[src/cpcp_ram.sv]
// ---------------------------------------------------------------------------
// cpcp_ram: generic single-write, single-read RAM
// One write port, one read port, read data registered.
// ---------------------------------------------------------------------------
module cpcp_ram #(
   parameter int WIDTH = 32,
   parameter int DEPTH = 64
) (
   input  logic                     clock,
   input  logic                     wr_en,
   input  logic [$clog2(DEPTH)-1:0] wr_addr,
   input  logic [WIDTH-1:0]         wr_data,
   input  logic [$clog2(DEPTH)-1:0] rd_addr,
   output logic [WIDTH-1:0]         rd_data
);

   logic [WIDTH-1:0] mem_ff [DEPTH];
   logic [WIDTH-1:0] rd_data_ff;

   always_ff @(posedge clock) begin
      if (wr_en) begin
         mem_ff[wr_addr] <= wr_data;
      end
      rd_data_ff <= mem_ff[rd_addr];
   end

   assign rd_data = rd_data_ff;

endmodule

[config.mk]
export PLATFORM = sky130hd
export DESIGN_NAME = cpcp_ram
export DESIGN_NICKNAME = d
export VERILOG_FILES = /design/src/cpcp_ram.sv
export SDC_FILE = /design/constraint.sdc
export NUM_CORES = 2
export LEC_CHECK = 0
export BUFFER_PORTS_ARGS = -buffer_cell sky130_fd_sc_hd__buf_2
export CAP_MARGIN = 20
export CORE_ASPECT_RATIO = 1.4
export CORE_UTILIZATION = 30
export DETAILED_ROUTE_END_ITERATION = 7
export PLACE_DENSITY_LB_ADDON = 0.25
export SLEW_MARGIN = 10
export SYNTH_ARGS = -nofsm -noshare
export SYNTH_HDL_FRONTEND = slang
export SYNTH_SLANG_ARGS = --single-unit
[constraint.sdc]
create_clock -name clock -period 4.65 [get_ports clock]
set_input_delay 0.465 -clock clock [delete_from_list [all_inputs] [get_ports clock]]
set_output_delay 0.465 -clock clock [all_outputs]
set_load 0.005 [all_outputs]
Yosys cells after proc, flatten, opt, wreduce, memory -nomap -nowiden
Memory sizes are Yosys's and may differ from the RTL's. A register that Yosys moved wholly into a read port is not among the register bits. Index checks and enable logic that the tools add are counted.

Register bits: 0. RAM bits: 2048. Output and inout port bits: 32. Memories: 1.

Mux-type cells: 2.

Memories: mem_ff (depth 64, bits a word 32, rd ports 1, clocked after memory_dff 1, wr ports 1, RTL line 17) `logic [WIDTH-1:0] mem_ff [DEPTH];`.

Operators with widths (count): two-way mux 1 bit (2).

Logic depth before layout (Yosys ltp)
Depth in word-level cells: 2. Depth in mapped cells: 10.

Worst setup path before layout
No wires, ideal clock.

Path kind: input to register. From: in wr_addr[3]. To: mem mem_ff[48][0] (enable). Library setup time: 461 ps. Arrival: 3164 ps. Data required time: 4189 ps. Slack: 1025 ps. Stages on the path: 4. Buffers on the path: 1. Path through: clkbuf_1 nor2b_1 nand4b_1 nor3_1.

RTL lines: start, declared (RTL line 11) `input logic [$clog2(DEPTH)-1:0] wr_addr,`; end, declared (RTL line 17).

Straight into the memory's write port.

==> impl_metrics.ini <==
[status]
status = finished, final reports clean

[logic_synthesis]
synth_top_family_by_area = multiplexers
synth_xor_xnor_area_share = 0
synth_cell_types = 34
synthAdderAreaFrac = 0
synth_compound_area_frac = 0.0167
synth_enable_flop_cells = 2048
syn_area_sq_mm = 0.0785
synth_cells = 3324
synthFlopType = edfxtp_1
ys_seq_elements = 2080
synth_area_per_cell_sq_um = 23.6
synth.yosys.warnings = 0
synth-simple-area-share = 0.0127
syn_nets = 3370
ys_seq_area_frac = 0.791
synthMuxAreaShare = 0.168
async_flop_share = 0

[finish]
num-nets-final = 3673
final.fill_count = 23900
syn_to_final_growth_pct = 15.8
mostFrequentLayoutCell = edfxtp_1
final_cell_area_sq_mm = 0.0909
mostFrequentLayoutCells = edfxtp_1 (2048), mux4_2 (544), clkbuf_16 (208), buf_4 (181), mux2i_1 (93)
drive_gt1_frac = 0.304

[sta]
finalHoldViolations = 0
setup_viol = 0
tns_ps = 0
slew_viol_final = 0
fin_worst_skew_ps = 33.6
post-route-period-util = 0.623
max_slew_margin = 0.288
period_needed_ps = 2900
rsz0062_at_grt = false
max_freq_ghz = 0.345
max_slew.worst_pin.slew_ps = 1060

[setup_path]
arrival_ps = 3540
cp_slowest_cell = o22ai_1
cp_data_required_time_ps = 5300
worstSetupPathType = primary input to flop
worstPathCellList = buf_8 -> buf_4 -> buf_4 -> mux4_2 -> mux4_2 -> o22ai_1 -> nor2_1
startpoint = rd_addr[1]
slowest_delay_ps = 580
r2r_start = mem_ff[27][9]$_DFFE_PP_
cp-end-kind = flop
critPathLaunchType = primary input
path_max_fanout = 64

[grt]
grt_util_met3 = 0.0264
grt.busiest_layer = met2
use_met2 = 0.307
grt_pass1_vias = 38600
gr-usage-all-layers = 0.173
grt_max_degree = 81
met1_usage = 0.210
grt_pass1_wl_mm = 316
antenna_found_initial = 24
globalRouteOverflowTotal = 0

[route]
drt_iter0_drc = 3253
dr.pass1.iters = 5
vias_per_cell = 5.02
antenna_left = 0
wire_per_inst_microns = 31.6
num_vias = 36400
drc_errors = 0
wirelength_mm = 229

[placed_design]
globalplace.congestion = 0.789
dpl.hpwl_mm = 138
place_area_sq_mm = 0.0846
place.port_buffers = 77

[clocking]
h-tree-depth = 4
clockBufferDepth = 4
cts_tree = built
cts_buffers = 205
clock_latency_ps = 850
cts_hold_buf = 2
post_cts_buffers = 0
post_cts_resized = 0
cts_root_buffer = clkbuf_16
clk_pin_slew_worst_paths_ps = 70
cts.sinks = 2080

[pwr]
power_density_mw_per_mm2 = 428
peakVddDrop_v = 0.000274
p_leak_uw = 0.0278
finalPower_uw = 38900

[floorplanning]
start_util = 0.302
die_width_microns = 434
core_area_sq_mm = 0.260
io_pins = 78
die_y_microns = 607
fp-row-count = 221
die_area_sq_mm = 0.264

[job]
max-cap-violations = 0

[min_path]
worstHoldStart = wr_data[17]
min_path_type = primary input to flop
## worst paths after layout
check	depth (start not counted)	slack (ps)	endpoint
min reg2reg	4	770	rd_data[17]$_DFF_P_
min	1	40	mem_ff[11][17]$_DFFE_PP_
max	7	1750	rd_data[9]$_DFF_P_
max reg2reg	4	2100	rd_data[9]$_DFF_P_
## power by group
group / switching, uW / internal (uW)
logic: 1390 / 730
clock network: 6970 / 8940
registers: 97.5 / 20800
## per-stage QoR
| stage | util | hold WS (ps) | setup WS [ps] | cells |
|---|---|---|---|---|
| 3_3_place_gp | 0.326 | 750 | 787 | 6872 |
| 4_1_cts | 0.350 | 1.07 | 1820 | 7237 |
| 3_5_place_dp | 0.326 | 769 | 912 | 6874 |
| 6_report | 0.350 | 44.1 | 1750 | 7246 |
| 5_1_grt | 0.350 | 23.2 | 1730 | 7238 |
| 2_1_floorplan | - | 564 | 1030 | 3324 |
## metal layers
layer  vias to the layer above  share of wire
li1                      14900              -
met1                     20200           0.38
met2                       949           0.53
met3                       317          0.049
met4                        18          0.039
met5                         -        0.00050
## state kept, by name, summed over array words and instances (netlist names)
name,cells
mem_ff,2048
rd_data,32
## cell type report
| cell class | count | area, sq um | area share |
|---|---|---|---|
| flip-flops and latches | 2080 | 62100 | 0.683 |
| multi-input cells | 1062 | 16000 | 0.176 |
| clock buffers | 276 | 5590 | 0.0615 |
| well taps | 3456 | 4320 | 0.0476 |
| repair buffers | 278 | 2210 | 0.0243 |
| clock inverters | 85 | 659 | 0.00725 |
| diodes | 9 | 22.5 | 0.000248 |
## synthesized netlist by cell type, types with 25 or more instances
| cell | number | share of area |
|---|---|---|
| a21oi_1 | 62 | 0.0040 |
| buf_2 | 57 | 0.0036 |
| buf_4 | 25 | 0.0024 |
| clkbuf_1 | 74 | 0.0035 |
| dfxtp_1 | 32 | 0.0082 |
| edfxtp_1 | 2048 | 0.78 |
| mux2i_1 | 93 | 0.012 |
| mux4_2 | 544 | 0.16 |
| nand2_1 | 26 | 0.0012 |
| nor2_1 | 137 | 0.0065 |
| o221ai_1 | 27 | 0.0030 |
| o22ai_1 | 84 | 0.0067 |
## worst max-delay path, delay by kind of cell
kind            cells  cell delay (ps)
mux                 2              890
compound gates      1              580
buf+inv             3             1170
simple gates        1              310
## kinds of logic (layout without fill, tap and decap cells)
group                  count (synthesis)  count (layout)
muxes                                637             637
buffers and inverters                182             639
AOI/OAI and AO/OA                    202             202
and+or+nand+nor                      223             223
other                                  0               9
DFF                                 2080            2080
Note: power is estimated with default switching activity, not from simulation.
