**src/cpcp_pkg.sv**
```systemverilog
// ---------------------------------------------------------------------------
// cpcp_pkg: shared types and constants of the closest pair center pruner
// Function codes, register indexes, port widths, state and status types.
// ---------------------------------------------------------------------------
package cpcp_pkg;

   // Fixed field widths of the item ports and the configuration registers
   localparam int FUNC_W      = 2;
   localparam int NODE_PORT_W = 6;
   localparam int DIST_PORT_W = 32;
   localparam int COUNT_W     = 8;
   localparam int COIN_W      = 64;
   localparam int CFG_N_W     = 7;
   localparam int CSR_IDX_W   = 2;
   localparam int CSR_DATA_W  = 8;

   // Result cap per run
   localparam int RESULT_CAP  = 64;
   localparam int EMIT_W      = $clog2(RESULT_CAP);
   localparam int STEP_W      = $clog2(COIN_W);

   // Function codes of an input item
   localparam logic [FUNC_W-1:0] FUNC_COUNT = 2'd0;
   localparam logic [FUNC_W-1:0] FUNC_DIST  = 2'd1;
   localparam logic [FUNC_W-1:0] FUNC_RUN   = 2'd2;

   // Register indexes
   localparam logic [CSR_IDX_W-1:0] REG_NODE_COUNT    = 2'd0;
   localparam logic [CSR_IDX_W-1:0] REG_CLUSTER_COUNT = 2'd1;
   localparam logic [CSR_IDX_W-1:0] REG_THRESHOLD     = 2'd2;

   // Register reset values
   localparam logic [CFG_N_W-1:0]    NODE_COUNT_RST    = 7'd64;
   localparam logic [CFG_N_W-1:0]    CLUSTER_COUNT_RST = 7'd1;
   localparam logic [CSR_DATA_W-1:0] THRESHOLD_RST     = 8'd0;

   typedef enum logic [2:0] {
      ST_IDLE,
      ST_INIT,
      ST_CHECK,
      ST_SCAN,
      ST_EMIT
   } state_type;

   // Status of one pair search
   typedef struct packed {
      logic done;
      logic found;
   } scan_stat_type;

endpackage

```
**src/cpcp_pair_scan.sv**
```systemverilog
// ---------------------------------------------------------------------------
// cpcp_pair_scan: smallest off-diagonal distance among live nodes
// Sweeps columns then rows through the distance memory, one entry a cycle.
// ---------------------------------------------------------------------------
module cpcp_pair_scan #(
   parameter int MAX_NODES = 64,
   parameter int DIST_BITS = 32
) (
   input  logic                                      clock,
   input  logic                                      reset,
   input  logic                                      start,
   input  logic [$clog2(MAX_NODES+1)-1:0]            node_limit,
   input  logic [MAX_NODES-1:0]                      alive,
   output logic [$clog2(MAX_NODES*MAX_NODES)-1:0]    rd_addr,
   input  logic [DIST_BITS-1:0]                      rd_data,
   output logic [$clog2(MAX_NODES)-1:0]              best_row,
   output logic [$clog2(MAX_NODES)-1:0]              best_col,
   output cpcp_pkg::scan_stat_type                   status
);
   import cpcp_pkg::*;

   localparam int IDX_W  = $clog2(MAX_NODES);
   localparam int CNT_W  = $clog2(MAX_NODES+1);
   localparam int ADDR_W = $clog2(MAX_NODES*MAX_NODES);

   logic              active_ff, active_in;
   logic [IDX_W-1:0]  col_ff, col_in;
   logic [IDX_W-1:0]  row_ff, row_in;
   logic              pv_ff, pv_in;
   logic              pend_ff, pend_in;
   logic [IDX_W-1:0]  prow_ff, prow_in;
   logic [IDX_W-1:0]  pcol_ff, pcol_in;
   logic              found_ff, found_in;
   logic              done_ff, done_in;
   logic [DIST_BITS-1:0] best_ff, best_in;
   logic [IDX_W-1:0]  brow_ff, brow_in;
   logic [IDX_W-1:0]  bcol_ff, bcol_in;

   logic [CNT_W-1:0]  last_idx;
   logic              col_last;
   logic              row_last;

   assign last_idx = node_limit - CNT_W'(1);
   assign col_last = (CNT_W'(col_ff) == last_idx);
   assign row_last = (CNT_W'(row_ff) == last_idx);
   assign rd_addr  = ADDR_W'(row_ff) * ADDR_W'(MAX_NODES) + ADDR_W'(col_ff);

   always_comb begin
      active_in = active_ff;
      col_in    = col_ff;
      row_in    = row_ff;
      pv_in     = 1'b0;
      pend_in   = 1'b0;
      prow_in   = row_ff;
      pcol_in   = col_ff;
      found_in  = found_ff;
      best_in   = best_ff;
      brow_in   = brow_ff;
      bcol_in   = bcol_ff;
      done_in   = pend_ff;

      // compare stage: entry read last cycle
      if (pv_ff && (!found_ff || rd_data < best_ff)) begin
         found_in = 1'b1;
         best_in  = rd_data;
         brow_in  = prow_ff;
         bcol_in  = pcol_ff;
      end

      // issue stage: skip dead columns without reading their entries
      if (active_ff) begin
         if (alive[col_ff]) begin
            pv_in   = alive[row_ff] && (row_ff != col_ff);
            pend_in = col_last && row_last;
            if (row_last) begin
               row_in = '0;
               col_in = col_ff + IDX_W'(1);
            end else begin
               row_in = row_ff + IDX_W'(1);
            end
         end else begin
            pend_in = col_last;
            row_in  = '0;
            col_in  = col_ff + IDX_W'(1);
         end
         if (pend_in) begin
            active_in = 1'b0;
         end
      end

      if (start) begin
         active_in = 1'b1;
         col_in    = '0;
         row_in    = '0;
         found_in  = 1'b0;
      end
   end

   always_ff @(posedge clock) begin
      if (reset) begin
         active_ff <= 1'b0;
         pv_ff     <= 1'b0;
         pend_ff   <= 1'b0;
         done_ff   <= 1'b0;
         found_ff  <= 1'b0;
      end else begin
         active_ff <= active_in;
         pv_ff     <= pv_in;
         pend_ff   <= pend_in;
         done_ff   <= done_in;
         found_ff  <= found_in;
      end
      col_ff  <= col_in;
      row_ff  <= row_in;
      prow_ff <= prow_in;
      pcol_ff <= pcol_in;
      best_ff <= best_in;
      brow_ff <= brow_in;
      bcol_ff <= bcol_in;
   end

   assign best_row     = brow_ff;
   assign best_col     = bcol_ff;
   assign status.done  = done_ff;
   assign status.found = found_ff;

endmodule

```
**config.mk**
```make
export PLATFORM = sky130hd
export DESIGN_NAME = cpcp_pair_scan
export DESIGN_NICKNAME = d
export VERILOG_FILES = /design/src/cpcp_pkg.sv /design/src/cpcp_pair_scan.sv
export SDC_FILE = /design/constraint.sdc
export NUM_CORES = 1
export LEC_CHECK = 0
export ABC_CLOCK_PERIOD_IN_PS = 10600
export CAP_MARGIN = 20
export CORE_MARGIN = 10
export CORE_UTILIZATION = 35
export DETAILED_ROUTE_END_ITERATION = 7
export DONT_BUFFER_PORTS = 1
export PLACE_DENSITY = 0.48
export SKIP_LAST_GASP = 1
export SLEW_MARGIN = 25
export SYNTH_ARGS = -nofsm -noshare
export SYNTH_HDL_FRONTEND = slang
export SYNTH_SLANG_ARGS = --single-unit
```
**constraint.sdc**
```tcl
create_clock -name clock -period 10.6 [get_ports clock]
set_input_delay 2.65 -clock clock [delete_from_list [all_inputs] [get_ports clock]]
set_output_delay 2.65 -clock clock [all_outputs]
set_load 0.1 [all_outputs]
```
; ---- Yosys cells after proc, flatten, opt, wreduce, memory -nomap -nowiden
; Index checks and enable logic that the tools add are counted.
[op_classes]
add_sub_neg = 4
n_reduce_logical = 9
n_bitwise = 2
magnitude_cmp = 3
mux = 13
eq_ne = 4
[ops]
columns = operator, count
row1 = 32-bit less-than comparator, 1
row2 = 6-bit two-way mux, 4
row3 = 6-bit by 7-bit == test with 1-bit output, 2
row4 = 6-bit by 7-bit less-than comparator with 1-bit output (second input constant), 2
row5 = 12-bit by 6-bit adder with 12-bit output, 1
row6 = 6-bit by 1-bit adder with 6-bit output (second input constant), 2
row7 = 1-bit binary-select mux with 6-bit select, 2
row8 = 1-bit two-way mux, 7
row9 = 7-bit by 1-bit subtractor with 7-bit output (second input constant), 1
row10 = 6-bit != test, 1
row11 = 2-bit OR reduction, 2
row12 = 1-bit logical AND, 3
row13 = 3-bit OR reduction, 1
row14 = 2-bit != test (second input constant), 1
row15 = 1-bit inverter, 2
row16 = 2-bit AND reduction, 1
row17 = 1-bit zero test, 1
row18 = 1-bit logical OR, 1
[word_totals]
word_cells = 47
regBits = 73
in_bits = 106

; ---- Depth between registers and ports, before layout
; Gate-level depths: netlist of run 1.
[depth]
ltp_word = 8
depth_mapped = 10
mapped_depth_nobuf = 9

; ---- Worst setup path before layout of run 1
; OpenSTA, ideal clock, no wires.
[synth_timing]
path_type = input to register
startpoint = input rd_data[25]
endpoint = register bcol_ff[0] (netlist: best_col[0]) (enable)
t_arrival_ns = 5.029
path_slack_ns = 5.163
cell_stages = 8
path_cell_list = ha_1 a21o_1 a21o_1 a21o_1 a21o_1 a21oi_1 o221a_2 o31a_1
[synth_between]
elab_chain_cells = 3
[synth_lines]
columns = element, line_no
row1 = start: declaration, cpcp_pair_scan.sv:15  ; input logic [DIST_BITS-1:0] rd_data,
row2 = 32-bit less-than comparator, cpcp_pair_scan.sv:63  ; if (pv_ff && (!found_ff || rd_data < best_ff)) begin
row3 = 1-bit logical OR, cpcp_pair_scan.sv:63
row4 = 1-bit logical AND, cpcp_pair_scan.sv:63
row5 = end signal: assignment, cpcp_pair_scan.sv:119  ; bcol_ff <= bcol_in;
row6 = end: declaration, cpcp_pair_scan.sv:37  ; logic [IDX_W-1:0] bcol_ff, bcol_in;
; Every way passes these cells.
; A chain may end at the register's enable or synchronous reset.

; ---- Worst setup path after layout of run 1
[layout_timing]
startpoint = input node_limit[0]
endpoint = register col_ff[0]
[layout_between]
elab_chain_cells = 4
[layout_lines]
columns = element, line_no
row1 = start: declaration, cpcp_pair_scan.sv:12  ; input logic [$clog2(MAX_NODES+1)-1:0] node_limit,
row2 = 7-bit by 1-bit subtractor with 7-bit output, cpcp_pair_scan.sv:43  ; assign last_idx = node_limit - CNT_W'(1);
row3 = 6-bit by 7-bit == test with 1-bit output, cpcp_pair_scan.sv:45  ; assign row_last = (CNT_W'(row_ff) == last_idx);
row4 = 2-bit != test (no source line), -
row5 = 2-bit AND reduction (no source line), -
row6 = end signal: assignment, cpcp_pair_scan.sv:113  ; col_ff <= col_in;
row7 = end: declaration, cpcp_pair_scan.sv:27  ; logic [IDX_W-1:0] col_ff, col_in;
; Every way passes these cells.

==> impl_metrics.env, run 1 <==
export IMPL_path_buf_inv=1
export IMPL_yosys_warnings=0
export IMPL_hold_end="best_col[3]$_DFFE_PP_"
export IMPL_final_cells=581
export IMPL_hp_class="reg2reg"
export IMPL_crit_path_end_kind="flip-flop"
export IMPL_synth_main_ff_cell="edfxtp_1"
export IMPL_place_hpwl_mm=9.02
export IMPL_regToRegEndpoint="col_ff[0]$_SDFFE_PP0P_"
export IMPL_ys_seq_area_share_pct=41.1
export IMPL_grt_max_degree=45
export IMPL_hold_violations=0
export IMPL_max_cap_viol_count=0
export IMPL_routabilityCongestion=0.784
export IMPL_cts_root_buf="clkbuf_16"
export IMPL_cts_tree="built"
export IMPL_p_leak_nw=1.90
export IMPL_powerDensity_nw_per_um2=132
export IMPL_slew_headroom_pct=27.5
export IMPL_setup_viol=0
export IMPL_die_h_um=135
export IMPL_htree_levels=3
export IMPL_rows=41
export IMPL_syn_instance_count=408
export IMPL_reg2reg_from="col_ff[2]$_SDFFE_PP0P_"
export IMPL_grt_util_all_layers_pct=13.1
export IMPL_r2r_cells=7
export IMPL_fin_crit_sh_pct=44.5
export IMPL_outcome="finished clean"
export IMPL_gr_total_overflow=0
export IMPL_ant_nets=0
export IMPL_drt_wl_total_mm=11.9
export IMPL_critical_path_cell_chain="inv_1 > ha_1 > nor3b_1 > xnor2_1 > xor2_1 > and4_1 > a211oi_2 > nor2b_1 > mux2_2"
export IMPL_grt_pass1_wl_mm=18.6
export IMPL_finClkSkew_ps=6.63
export IMPL_holdPathStages=0
export IMPL_die_area_um2=18200
export IMPL_cp_data_required_time_ps=10810
export IMPL_drive_gt1_share_pct=12.0
export IMPL_hold_buffers=0
export IMPL_final_util_pct=39.6
export IMPL_synth_area_leaders="edfxtp_1 (29%), dfxtp_1 (13%), ha_1 (9.2%)"
export IMPL_rrSetupSlack_ps=7020
export IMPL_area_growth_pct=9.21
export IMPL_drtIter0Drc=165
export IMPL_hold_path_startpoint="pcol_ff[3]$_DFF_P_"
export IMPL_worstPathArrival_ps=4930
export IMPL_grt_pass1_vias=3369
export IMPL_avgSynthCellArea_um2=11.4
export IMPL_yosys_area_top_type="edfxtp_1"
export IMPL_worst_pin_slew_ps=1090
export IMPL_drt_pass1_iterations=4
export IMPL_post_cts_buffers=0
export IMPL_core_um2=12800
export IMPL_nets=544
export IMPL_synth_seq_cells=73
export IMPL_cts_buffer_depth=2
export IMPL_drt_wirelength_per_cell_um=20.5
export IMPL_antenna_found_initial=0
export IMPL_dp_cells=565
export IMPL_critical_path_class="in2reg"
export IMPL_crit_path_max_incr_delay_ps=670
export IMPL_drc=0
export IMPL_port_buffers=0
export IMPL_clk_pin_slew_ps=50
export IMPL_synth_edf_count=44
export IMPL_crit_family="simple AND/OR/NAND/NOR gates"
export IMPL_die_w_um=135
export IMPL_cp_slowest_cell="a211oi_2"
export IMPL_clock_latency_ps=330
export IMPL_start_kind="input pin"
export IMPL_path_max_fanout=12
export IMPL_diodes=0
export IMPL_vias_per_cell=5.32
export IMPL_netlist_area_um2=4630
export IMPL_ir_worst_vdd_mv=0.0671
export IMPL_final_setup_tns_ps=0
export IMPL_post_cts_resized=0
export IMPL_ys_types=61
export IMPL_whs_ps=401
export IMPL_vias=3090
export IMPL_start_util_pct=36.3
export IMPL_fin_crit_ps=4720
export IMPL_rsz0062_at_grt="false"
export IMPL_final_max_slew_violation_count=0
export IMPL_numCtsBuffers=9
export IMPL_asyncSetResetFlopFracSynth_pct=0
export IMPL_syn_num_nets=548
export IMPL_cts_sinks=73
export IMPL_io_pins=132
export IMPL_yosysTopAreaCellShare_pct=28.5
export IMPL_fmax_ghz=0.212
==> power breakdown <==
group          total (mW)  internal (mW)  switching, mW
combinational      0.0666         0.0342         0.0324
sequential          0.315          0.304         0.0101
clock               0.285          0.181          0.105
total               0.667          0.519          0.147
==> cells by family (layout without fill, tap and decap cells) <==
family	after synthesis	count (layout)	share of synthesized area (%)
AND/OR/NAND/NOR	95	95	11.3
buffers and inverters	59	60	6.13
AO/OA/AOI/OAI	71	71	10.9
flip-flops	73	73	41.1
multiplexers	53	53	17.1
adder cells (fa/ha/maj)	34	34	9.18
XOR/XNOR	23	23	4.35
==> final cells by class <==
cell class              instances  area, um2
fillers                      1237       7710
multi-input cells             276       2450
flip-flops and latches         73       1910
clock buffers                  12        236
well taps                     172        215
inverters                      35        131
repair buffers                  9       67.6
clock inverters                 4       43.8
==> synth_stat cells, drive strengths merged, types with 4 or more instances <==
cell type and count:
a211oi 9, a21o 8, a21oi 14, and3 4, buf 18, clkbuf 6, dfxtp 29, edfxtp 44
ha 34, inv 35, mux2 8, mux2i 27, mux4 18, nand2 17, nand2b 6, nand3 9
nand4 6, nor2 16, nor2b 10, nor3 8, o21ai 9, o221ai 9, o22ai 6, xnor2 14
xor2 9
==> how the worst max path moves through the flow <==
stage	from	to	slack, ps	cells past startpoint
floorplan	rd_data[25]	best_col[0]$_DFFE_PP_	5160	8
global placement	rd_data[9]	best_ff[0]$_DFFE_PP_	5320	8
detailed placement	rd_data[9]	best_row[5]$_DFFE_PP_	5330	8
CTS	rd_data[9]	best_ff[2]$_DFFE_PP_	5680	8
global route	node_limit[0]	col_ff[0]$_SDFFE_PP0P_	5690	9
finish	node_limit[0]	col_ff[0]$_SDFFE_PP0P_	5880	9
==> placed cells by master, fill, tap and decap left out, drive strengths merged, types with 8 or more instances in the layout <==
cell type / Yosys / layout
nor2b: 10 / 10
xor2: 9 / 9
dfxtp: 29 / 29
nor3: 8 / 8
a211oi: 9 / 9
a21oi: 14 / 14
clkbuf: 6 / 12
a21o: 8 / 8
o221ai: 9 / 9
mux2i: 27 / 27
nand2: 17 / 17
inv: 35 / 35
ha: 34 / 34
xnor2: 14 / 14
mux4: 18 / 18
nand3: 9 / 9
o21ai: 9 / 9
edfxtp: 44 / 44
nor2: 16 / 16
buf: 18 / 9
mux2: 8 / 8
==> worst register-to-register path, cell delays in order, from the launching register on <==
cell and delay (ps):
dfxtp_2 970, nand2_1 250, o311a_1 400, and3_1 170
a2111o_1 440, a211oi_2 670, nor2b_1 250, mux2_2 320
==> flip-flops by register name, indices dropped and copies added (netlist names) <==
name,count
best_row,6
found_ff,1
col_ff,6
prow_ff,6
pcol_ff,6
pv_ff,1
prow_in,6
done_in,1
best_ff,32
done_ff,1
active_ff,1
best_col,6
==> routing by layer <==
metal  global-route usage (%)  vias up  part of all wire [%]
met1                     13.8     1454                    39
li1                         -     1528                     -
met4                     4.61        0                   1.3
met3                     7.16       11                    12
met5                        0        -                     0
met2                     21.9       97                    47
==> through the flow <==
stage / instance area (um2) / power (mW) / worst slack [ps]
after CTS: 5050 / 0.676 / 5680
after global placement: 4770 / 0.387 / 5320
after floorplan: 4630 / 0.378 / 5160
after detailed placement: 4770 / 0.388 / 5330
final: 5060 / 0.667 / 5880
after global routing: 5060 / 0.697 / 5690
No activity file was read; power rests on OpenSTA's default activity.
==> run 2, diff against run 1 <==
--- a/config.mk
+++ b/config.mk
@@ -5,7 +5,7 @@
 export SDC_FILE = /design/constraint.sdc
 export NUM_CORES = 1
 export LEC_CHECK = 0
-export ABC_CLOCK_PERIOD_IN_PS = 10600
+export ABC_CLOCK_PERIOD_IN_PS = 4850
 export CAP_MARGIN = 20
 export CORE_MARGIN = 10
 export CORE_UTILIZATION = 35
==> constraint.sdc (replaced) <==
create_clock -name clock -period 4.85 [get_ports clock]
set_input_delay 1.2125 -clock clock [delete_from_list [all_inputs] [get_ports clock]]
set_output_delay 1.2125 -clock clock [all_outputs]
set_load 0.1 [all_outputs]
==> impl_metrics.env, run 2 (synthesized netlist as in run 1, its figures left out) <==
export IMPL_outcome="finished clean"
export IMPL_fin_crit_sh_pct=71.8
export IMPL_cts_root_buf="clkbuf_16"
export IMPL_drtIter0Drc=132
export IMPL_comb_power_share_pct=9.9
export IMPL_final_max_slew_violation_count=0
export IMPL_rrSetupSlack_ps=1370
export IMPL_vias_per_cell=5.31
export IMPL_rsz0062_at_grt="false"
export IMPL_seqCellArea_um2=1910
export IMPL_drc=0
export IMPL_regMostFlops="best_ff"
export IMPL_r2r_cells=7
export IMPL_setup_viol=0
export IMPL_final_setup_tns_ps=0
export IMPL_drt_pass1_iterations=4
export IMPL_crit_path_end_kind="flip-flop"
export IMPL_clock_latency_ps=330
export IMPL_die_h_um=135
export IMPL_gr_total_overflow=0
export IMPL_core_um2=12800
export IMPL_place_hpwl_mm=9.18
export IMPL_power_frac_seq_pct=48.4
export IMPL_routabilityCongestion=0.762
export IMPL_post_cts_resized=0
export IMPL_port_buffers=0
export IMPL_grt_max_degree=29
export IMPL_path_max_fanout=22
export IMPL_htree_levels=3
export IMPL_start_kind="flip-flop"
export IMPL_power_clock_fraction_pct=41.7
export IMPL_grt_pass1_wl_mm=18.5
export IMPL_numCtsBuffers=9
export IMPL_powerDensity_nw_per_um2=281
export IMPL_die_area_um2=18200
export IMPL_cts_sinks=73
export IMPL_post_cts_buffers=0
export IMPL_finClkSkew_ps=4.17
export IMPL_hold_end="best_col[0]$_DFFE_PP_"
export IMPL_hold_buffers=0
export IMPL_start_util_pct=36.3
export IMPL_hold_violations=0
export IMPL_vias=3096
export IMPL_p_int_mw=1.08
export IMPL_max_cap_viol_count=0
export IMPL_drive_gt1_share_pct=13.1
export IMPL_total_power_mw=1.43
export IMPL_rows=41
export IMPL_p_switching_mw=0.341
export IMPL_holdPathStages=0
export IMPL_cp_data_required_time_ps=5070
export IMPL_p_leak_nw=1.91
export IMPL_worstPathArrival_ps=3700
export IMPL_worst_pin_slew_ps=1060
export IMPL_antenna_found_initial=0
export IMPL_regToRegEndpoint="col_ff[0]$_SDFFE_PP0P_"
export IMPL_grt_util_all_layers_pct=12.8
export IMPL_final_cell_mix="edfxtp_1 (44), inv_1 (35), ha_1 (34)"
export IMPL_area_growth_pct=9.45
export IMPL_mostFrequentLayoutCell="edfxtp_1"
export IMPL_die_w_um=135
export IMPL_critical_path_cell_chain="nand2_1 > o311a_1 > and3_1 > a2111o_1 > a211oi_2 > nor2b_1 > mux2_2"
export IMPL_nets=546
export IMPL_whs_ps=401
export IMPL_critical_path_class="reg2reg"
export IMPL_hp_class="reg2reg"
export IMPL_cp_slowest_cell="dfxtp_2"
export IMPL_multi_input_area_um2=2450
export IMPL_fmax_ghz=0.287
export IMPL_fin_crit_ps=3480
export IMPL_crit_path_max_incr_delay_ps=950
export IMPL_cts_buffer_depth=2
export IMPL_power_switching_share_pct=23.9
export IMPL_slew_headroom_pct=28.9
export IMPL_reg2reg_from="col_ff[2]$_SDFFE_PP0P_"
export IMPL_io_pins=132
export IMPL_ant_nets=0
export IMPL_drt_wirelength_per_cell_um=20.1
export IMPL_cts_tree="built"
export IMPL_grt_pass1_vias=3344
export IMPL_clk_pin_slew_ps=60
export IMPL_largest_reg_flops=32
export IMPL_ir_worst_vdd_mv=0.148
export IMPL_drt_wl_total_mm=11.7
export IMPL_diodes=0
export IMPL_num_fill_cells=1241
export IMPL_hold_path_startpoint="pcol_ff[0]$_DFF_P_"
==> run 2: critical path, delay by kind of cell (launching register included) <==
kind	cells	cell delay [ps]
AO/OA/AOI/OAI	3	1450
flip-flops	1	950
multiplexers	1	320
AND/OR/NAND/NOR	3	650
==> run 2: worst max-delay path by stage <==
stage / endpoint / start / slack, ps
global route: col_ff[0]$_SDFFE_PP0P_ / col_ff[2]$_SDFFE_PP0P_ / 1110
global placement: best_col[3]$_DFFE_PP_ / rd_data[9] / 1240
CTS: col_ff[0]$_SDFFE_PP0P_ / col_ff[2]$_SDFFE_PP0P_ / 1280
floorplan: best_col[0]$_DFFE_PP_ / rd_data[25] / 850
detailed placement: best_ff[4]$_DFFE_PP_ / rd_data[9] / 1240
finish: col_ff[0]$_SDFFE_PP0P_ / col_ff[2]$_SDFFE_PP0P_ / 1370
==> run 2: cell type report <==
cell class                      instances  share of cell area (%)
Clock inverter                          7                   0.913
Tap cell                              172                    4.24
Timing Repair Buffer                   11                    1.88
Multi-Input combinational cell        276                    48.3
Clock buffer                            9                    4.44
Inverter                               35                    2.59
Sequential cell                        73                    37.7
==> run 2: power groups by stage <==
| stage | clock network [mW] | registers (mW) | logic (mW) |
|---|---|---|---|
| floorplan | 0 | 0.701 | 0.125 |
| global placement | 0 | 0.704 | 0.142 |
| detailed placement | 0 | 0.704 | 0.143 |
| CTS | 0.613 | 0.691 | 0.143 |
| global route | 0.639 | 0.692 | 0.157 |
| finish | 0.594 | 0.690 | 0.141 |
==> run 2: through the flow <==
stage	setup WS, ps	utilization (%)	std cells	cell area (um2)
floorplan	850	-	408	4630
global placement	1240	37.6	567	4800
global route	1110	39.7	583	5070
CTS	1280	39.7	583	5070
finish	1370	39.7	583	5070
detailed placement	1240	37.6	567	4800
==> run 2: routing by layer <==
layer / vias up / wire [um] / GRT usage, %
met5: - / 0 / 0
met2: 101 / 5350 / 20.4
met4: 0 / 134 / 3.89
met1: 1444 / 4880 / 14.7
met3: 9 / 1370 / 6.64
li1: 1542 / - / -
==> run 3, diff against run 2 <==
--- a/config.mk
+++ b/config.mk
@@ -5,7 +5,8 @@
 export SDC_FILE = /design/constraint.sdc
 export NUM_CORES = 1
 export LEC_CHECK = 0
-export ABC_CLOCK_PERIOD_IN_PS = 4850
+export ABC_AREA = 1
+export ABC_CLOCK_PERIOD_IN_PS = 3400
 export CAP_MARGIN = 20
 export CORE_MARGIN = 10
 export CORE_UTILIZATION = 35
==> constraint.sdc (replaced) <==
create_clock -name clock -period 3.4 [get_ports clock]
set_input_delay 0.85 -clock clock [delete_from_list [all_inputs] [get_ports clock]]
set_output_delay 0.85 -clock clock [all_outputs]
set_load 0.1 [all_outputs]
==> impl_metrics.env, run 3 <==
export IMPL_avgSynthCellArea_um2=7.60
export IMPL_area_growth_pct=9.57
export IMPL_syn_instance_count=633
export IMPL_final_setup_tns_ps=0
export IMPL_drt_wirelength_per_cell_um=17.0
export IMPL_hold_path_startpoint="prow_in[2]$_SDFFE_PP0P_"
export IMPL_rows=42
export IMPL_syn_num_nets=773
export IMPL_dp_cells=797
export IMPL_port_buffers=0
export IMPL_drtIter0Drc=211
export IMPL_dpl_cell_area_um2=4990
export IMPL_yosys_area_top_type="edfxtp_1"
export IMPL_cts_sinks=73
export IMPL_yosys_warnings=0
export IMPL_synthTopCellsByCount="nand2_1 (168), inv_1 (81), nand3_1 (65), a21oi_1 (52), edfxtp_1 (44)"
export IMPL_largest_reg_flops=32
export IMPL_synthSimpleGateAreaFrac_pct=25.2
export IMPL_post_cts_resized=0
export IMPL_synth_main_ff_cell="edfxtp_1"
export IMPL_fin_area_um2=5270
export IMPL_cts_buffer_depth=2
export IMPL_synth_area_leaders="edfxtp_1 (27%), nand2_1 (13%), dfxtp_1 (12%)"
export IMPL_critical_path_cell_chain="ha_1 > a21o_1 > nand3_1 > nand2_1 > o21ai_0 > nand2_1 > nand3_1 > nand2_1 > a21oi_4 > buf_4"
export IMPL_clk_pin_slew_ps=60
export IMPL_slew_headroom_pct=29.3
export IMPL_diodes=0
export IMPL_die_w_um=137
export IMPL_synth_area_mux_share_pct=0.624
export IMPL_grt_pass1_wl_mm=21.8
export IMPL_yosysTopAreaCellShare_pct=27.5
export IMPL_synth_seq_cells=73
export IMPL_netlist_area_um2=4810
export IMPL_cts_root_buf="clkbuf_16"
export IMPL_max_cap_viol_count=0
export IMPL_crit_path_end_kind="flip-flop"
export IMPL_asyncSetResetFlopFracSynth_pct=0
export IMPL_routabilityCongestion=0.825
export IMPL_fin_crit_ps=2450
export IMPL_mostFrequentLayoutCell="nand2_1"
export IMPL_r2r_cells=11
export IMPL_synth_compound_area_share_pct=12.4
export IMPL_vias=4159
export IMPL_cp_slowest_cell="buf_4"
export IMPL_holdPathStages=0
export IMPL_rrSetupSlack_ps=1100
export IMPL_synth_top_family_by_area="simple AND/OR/NAND/NOR gates"
export IMPL_synthMostInstantiatedCell="nand2_1"
export IMPL_synth_xor_area_share_pct=2.99
export IMPL_hp_class="reg2reg"
export IMPL_hold_buffers=0
export IMPL_crit_family="compound AO/OA/AOI/OAI gates"
export IMPL_core_um2=13300
export IMPL_hold_violations=0
export IMPL_post_cts_buffers=0
export IMPL_regMostFlops="best_ff"
export IMPL_drt_pass1_iterations=5
export IMPL_drc=0
export IMPL_ant_nets=0
export IMPL_path_max_fanout=33
export IMPL_die_h_um=137
export IMPL_critical_path_class="in2reg"
export IMPL_final_max_slew_violation_count=0
export IMPL_clock_latency_ps=330
export IMPL_htree_levels=3
export IMPL_die_area_um2=18800
export IMPL_crit_top_cell="nand2_1"
export IMPL_place_hpwl_mm=10.5
export IMPL_outcome="finished clean"
export IMPL_gr_total_overflow=0
export IMPL_worst_pin_slew_ps=1060
export IMPL_total_power_mw=2.35
export IMPL_ys_types=37
export IMPL_fin_crit_sh_pct=72.2
export IMPL_numCtsBuffers=9
export IMPL_p_leak_nw=2.35
export IMPL_finClkSkew_ps=9.78
export IMPL_fmax_ghz=0.408
export IMPL_io_pins=132
export IMPL_reg2reg_from="best_ff[5]$_DFFE_PP_"
export IMPL_drt_wl_total_mm=13.8
export IMPL_worstPathArrival_ps=2440
export IMPL_rsz0062_at_grt="false"
export IMPL_cts_tree="built"
export IMPL_ir_worst_vdd_mv=0.304
export IMPL_ys_seq_area_share_pct=39.5
export IMPL_regToRegEndpoint="best_row[3]$_DFFE_PP_"
export IMPL_start_kind="input pin"
export IMPL_drive_gt1_share_pct=7.06
export IMPL_vias_per_cell=5.12
export IMPL_grt_pass1_vias=4140
export IMPL_path_buf_inv=1
export IMPL_grt_max_degree=47
export IMPL_cp_data_required_time_ps=3380
export IMPL_yosys_area_share_adder_pct=8.84
export IMPL_hold_end="prow_ff[2]$_DFF_P_"
export IMPL_final_cells=813
export IMPL_final_cell_mix="nand2_1 (168), inv_1 (81), nand3_1 (65)"
export IMPL_setup_viol=0
export IMPL_crit_path_max_incr_delay_ps=390
export IMPL_start_util_pct=36.1
export IMPL_final_util_pct=39.5
export IMPL_powerDensity_nw_per_um2=446
export IMPL_nets=772
export IMPL_synth_edf_count=44
export IMPL_antenna_found_initial=0
export IMPL_grt_util_all_layers_pct=14.6
run 3: cell count changes in the layout (fill, tap and decap cells not counted), sizes merged, moves of 24 or more:
cell   before  now
inv        36   89
nand2      17  170
nand3       9   66
o21ai       9   34
a21oi      14   52
mux2i      27    3
run 3: worst max-delay path by stage:
stage | startpoint | to | slack (ps) | depth (start not counted)
2_1_floorplan | rd_data[5] | best_col[0]$_DFFE_PP_ | 490 | 9
3_3_place_gp | rd_data[5] | best_ff[6]$_DFFE_PP_ | 560 | 10
3_5_place_dp | rd_data[5] | best_ff[5]$_DFFE_PP_ | 520 | 10
4_1_cts | rd_data[5] | best_ff[6]$_DFFE_PP_ | 880 | 10
5_1_grt | rd_data[5] | best_ff[6]$_DFFE_PP_ | 820 | 10
6_report | rd_data[5] | best_row[3]$_DFFE_PP_ | 950 | 10
run 3: cell type report:
type | count | area [um2]
fill | 1398 | 8080
multi-input combinational | 447 | 2420
sequential | 73 | 1910
inverter | 85 | 319
clock buffer | 9 | 225
tap | 176 | 220
timing repair buffer | 16 | 120
clock inverter | 7 | 60.1
run 3: kinds of logic (layout without fill, tap and decap cells):
| family | after synthesis | in the layout |
|---|---|---|
| fa+ha+maj | 34 | 34 |
| mux | 3 | 3 |
| xor+xnor | 14 | 14 |
| buf+inv | 113 | 117 |
| flops | 73 | 73 |
| compound gates | 108 | 108 |
| simple gates | 288 | 288 |
run 3: report_power, final:
group / internal (mW) / switching, mW / total [mW]
sequential: 0.966 / 0.0545 / 1.02
combinational: 0.139 / 0.299 / 0.438
clock: 0.508 / 0.387 / 0.895
total: 1.61 / 0.741 / 2.35
run 3: stage by stage:
stage | hold WS (ps) | setup slack, ps
finish | 390 | 946
global route | 402 | 816
CTS | 390 | 885
detailed placement | 376 | 520
global placement | 373 | 558
floorplan | 386 | 490
run 3: per-layer routing:
layer	routed length, um	up-vias	track usage [%]
met3	1480	16	5.86
met5	0	-	0
met1	5730	1894	17.4
met4	229	0	4.27
li1	-	2104	-
met2	6410	145	23.6
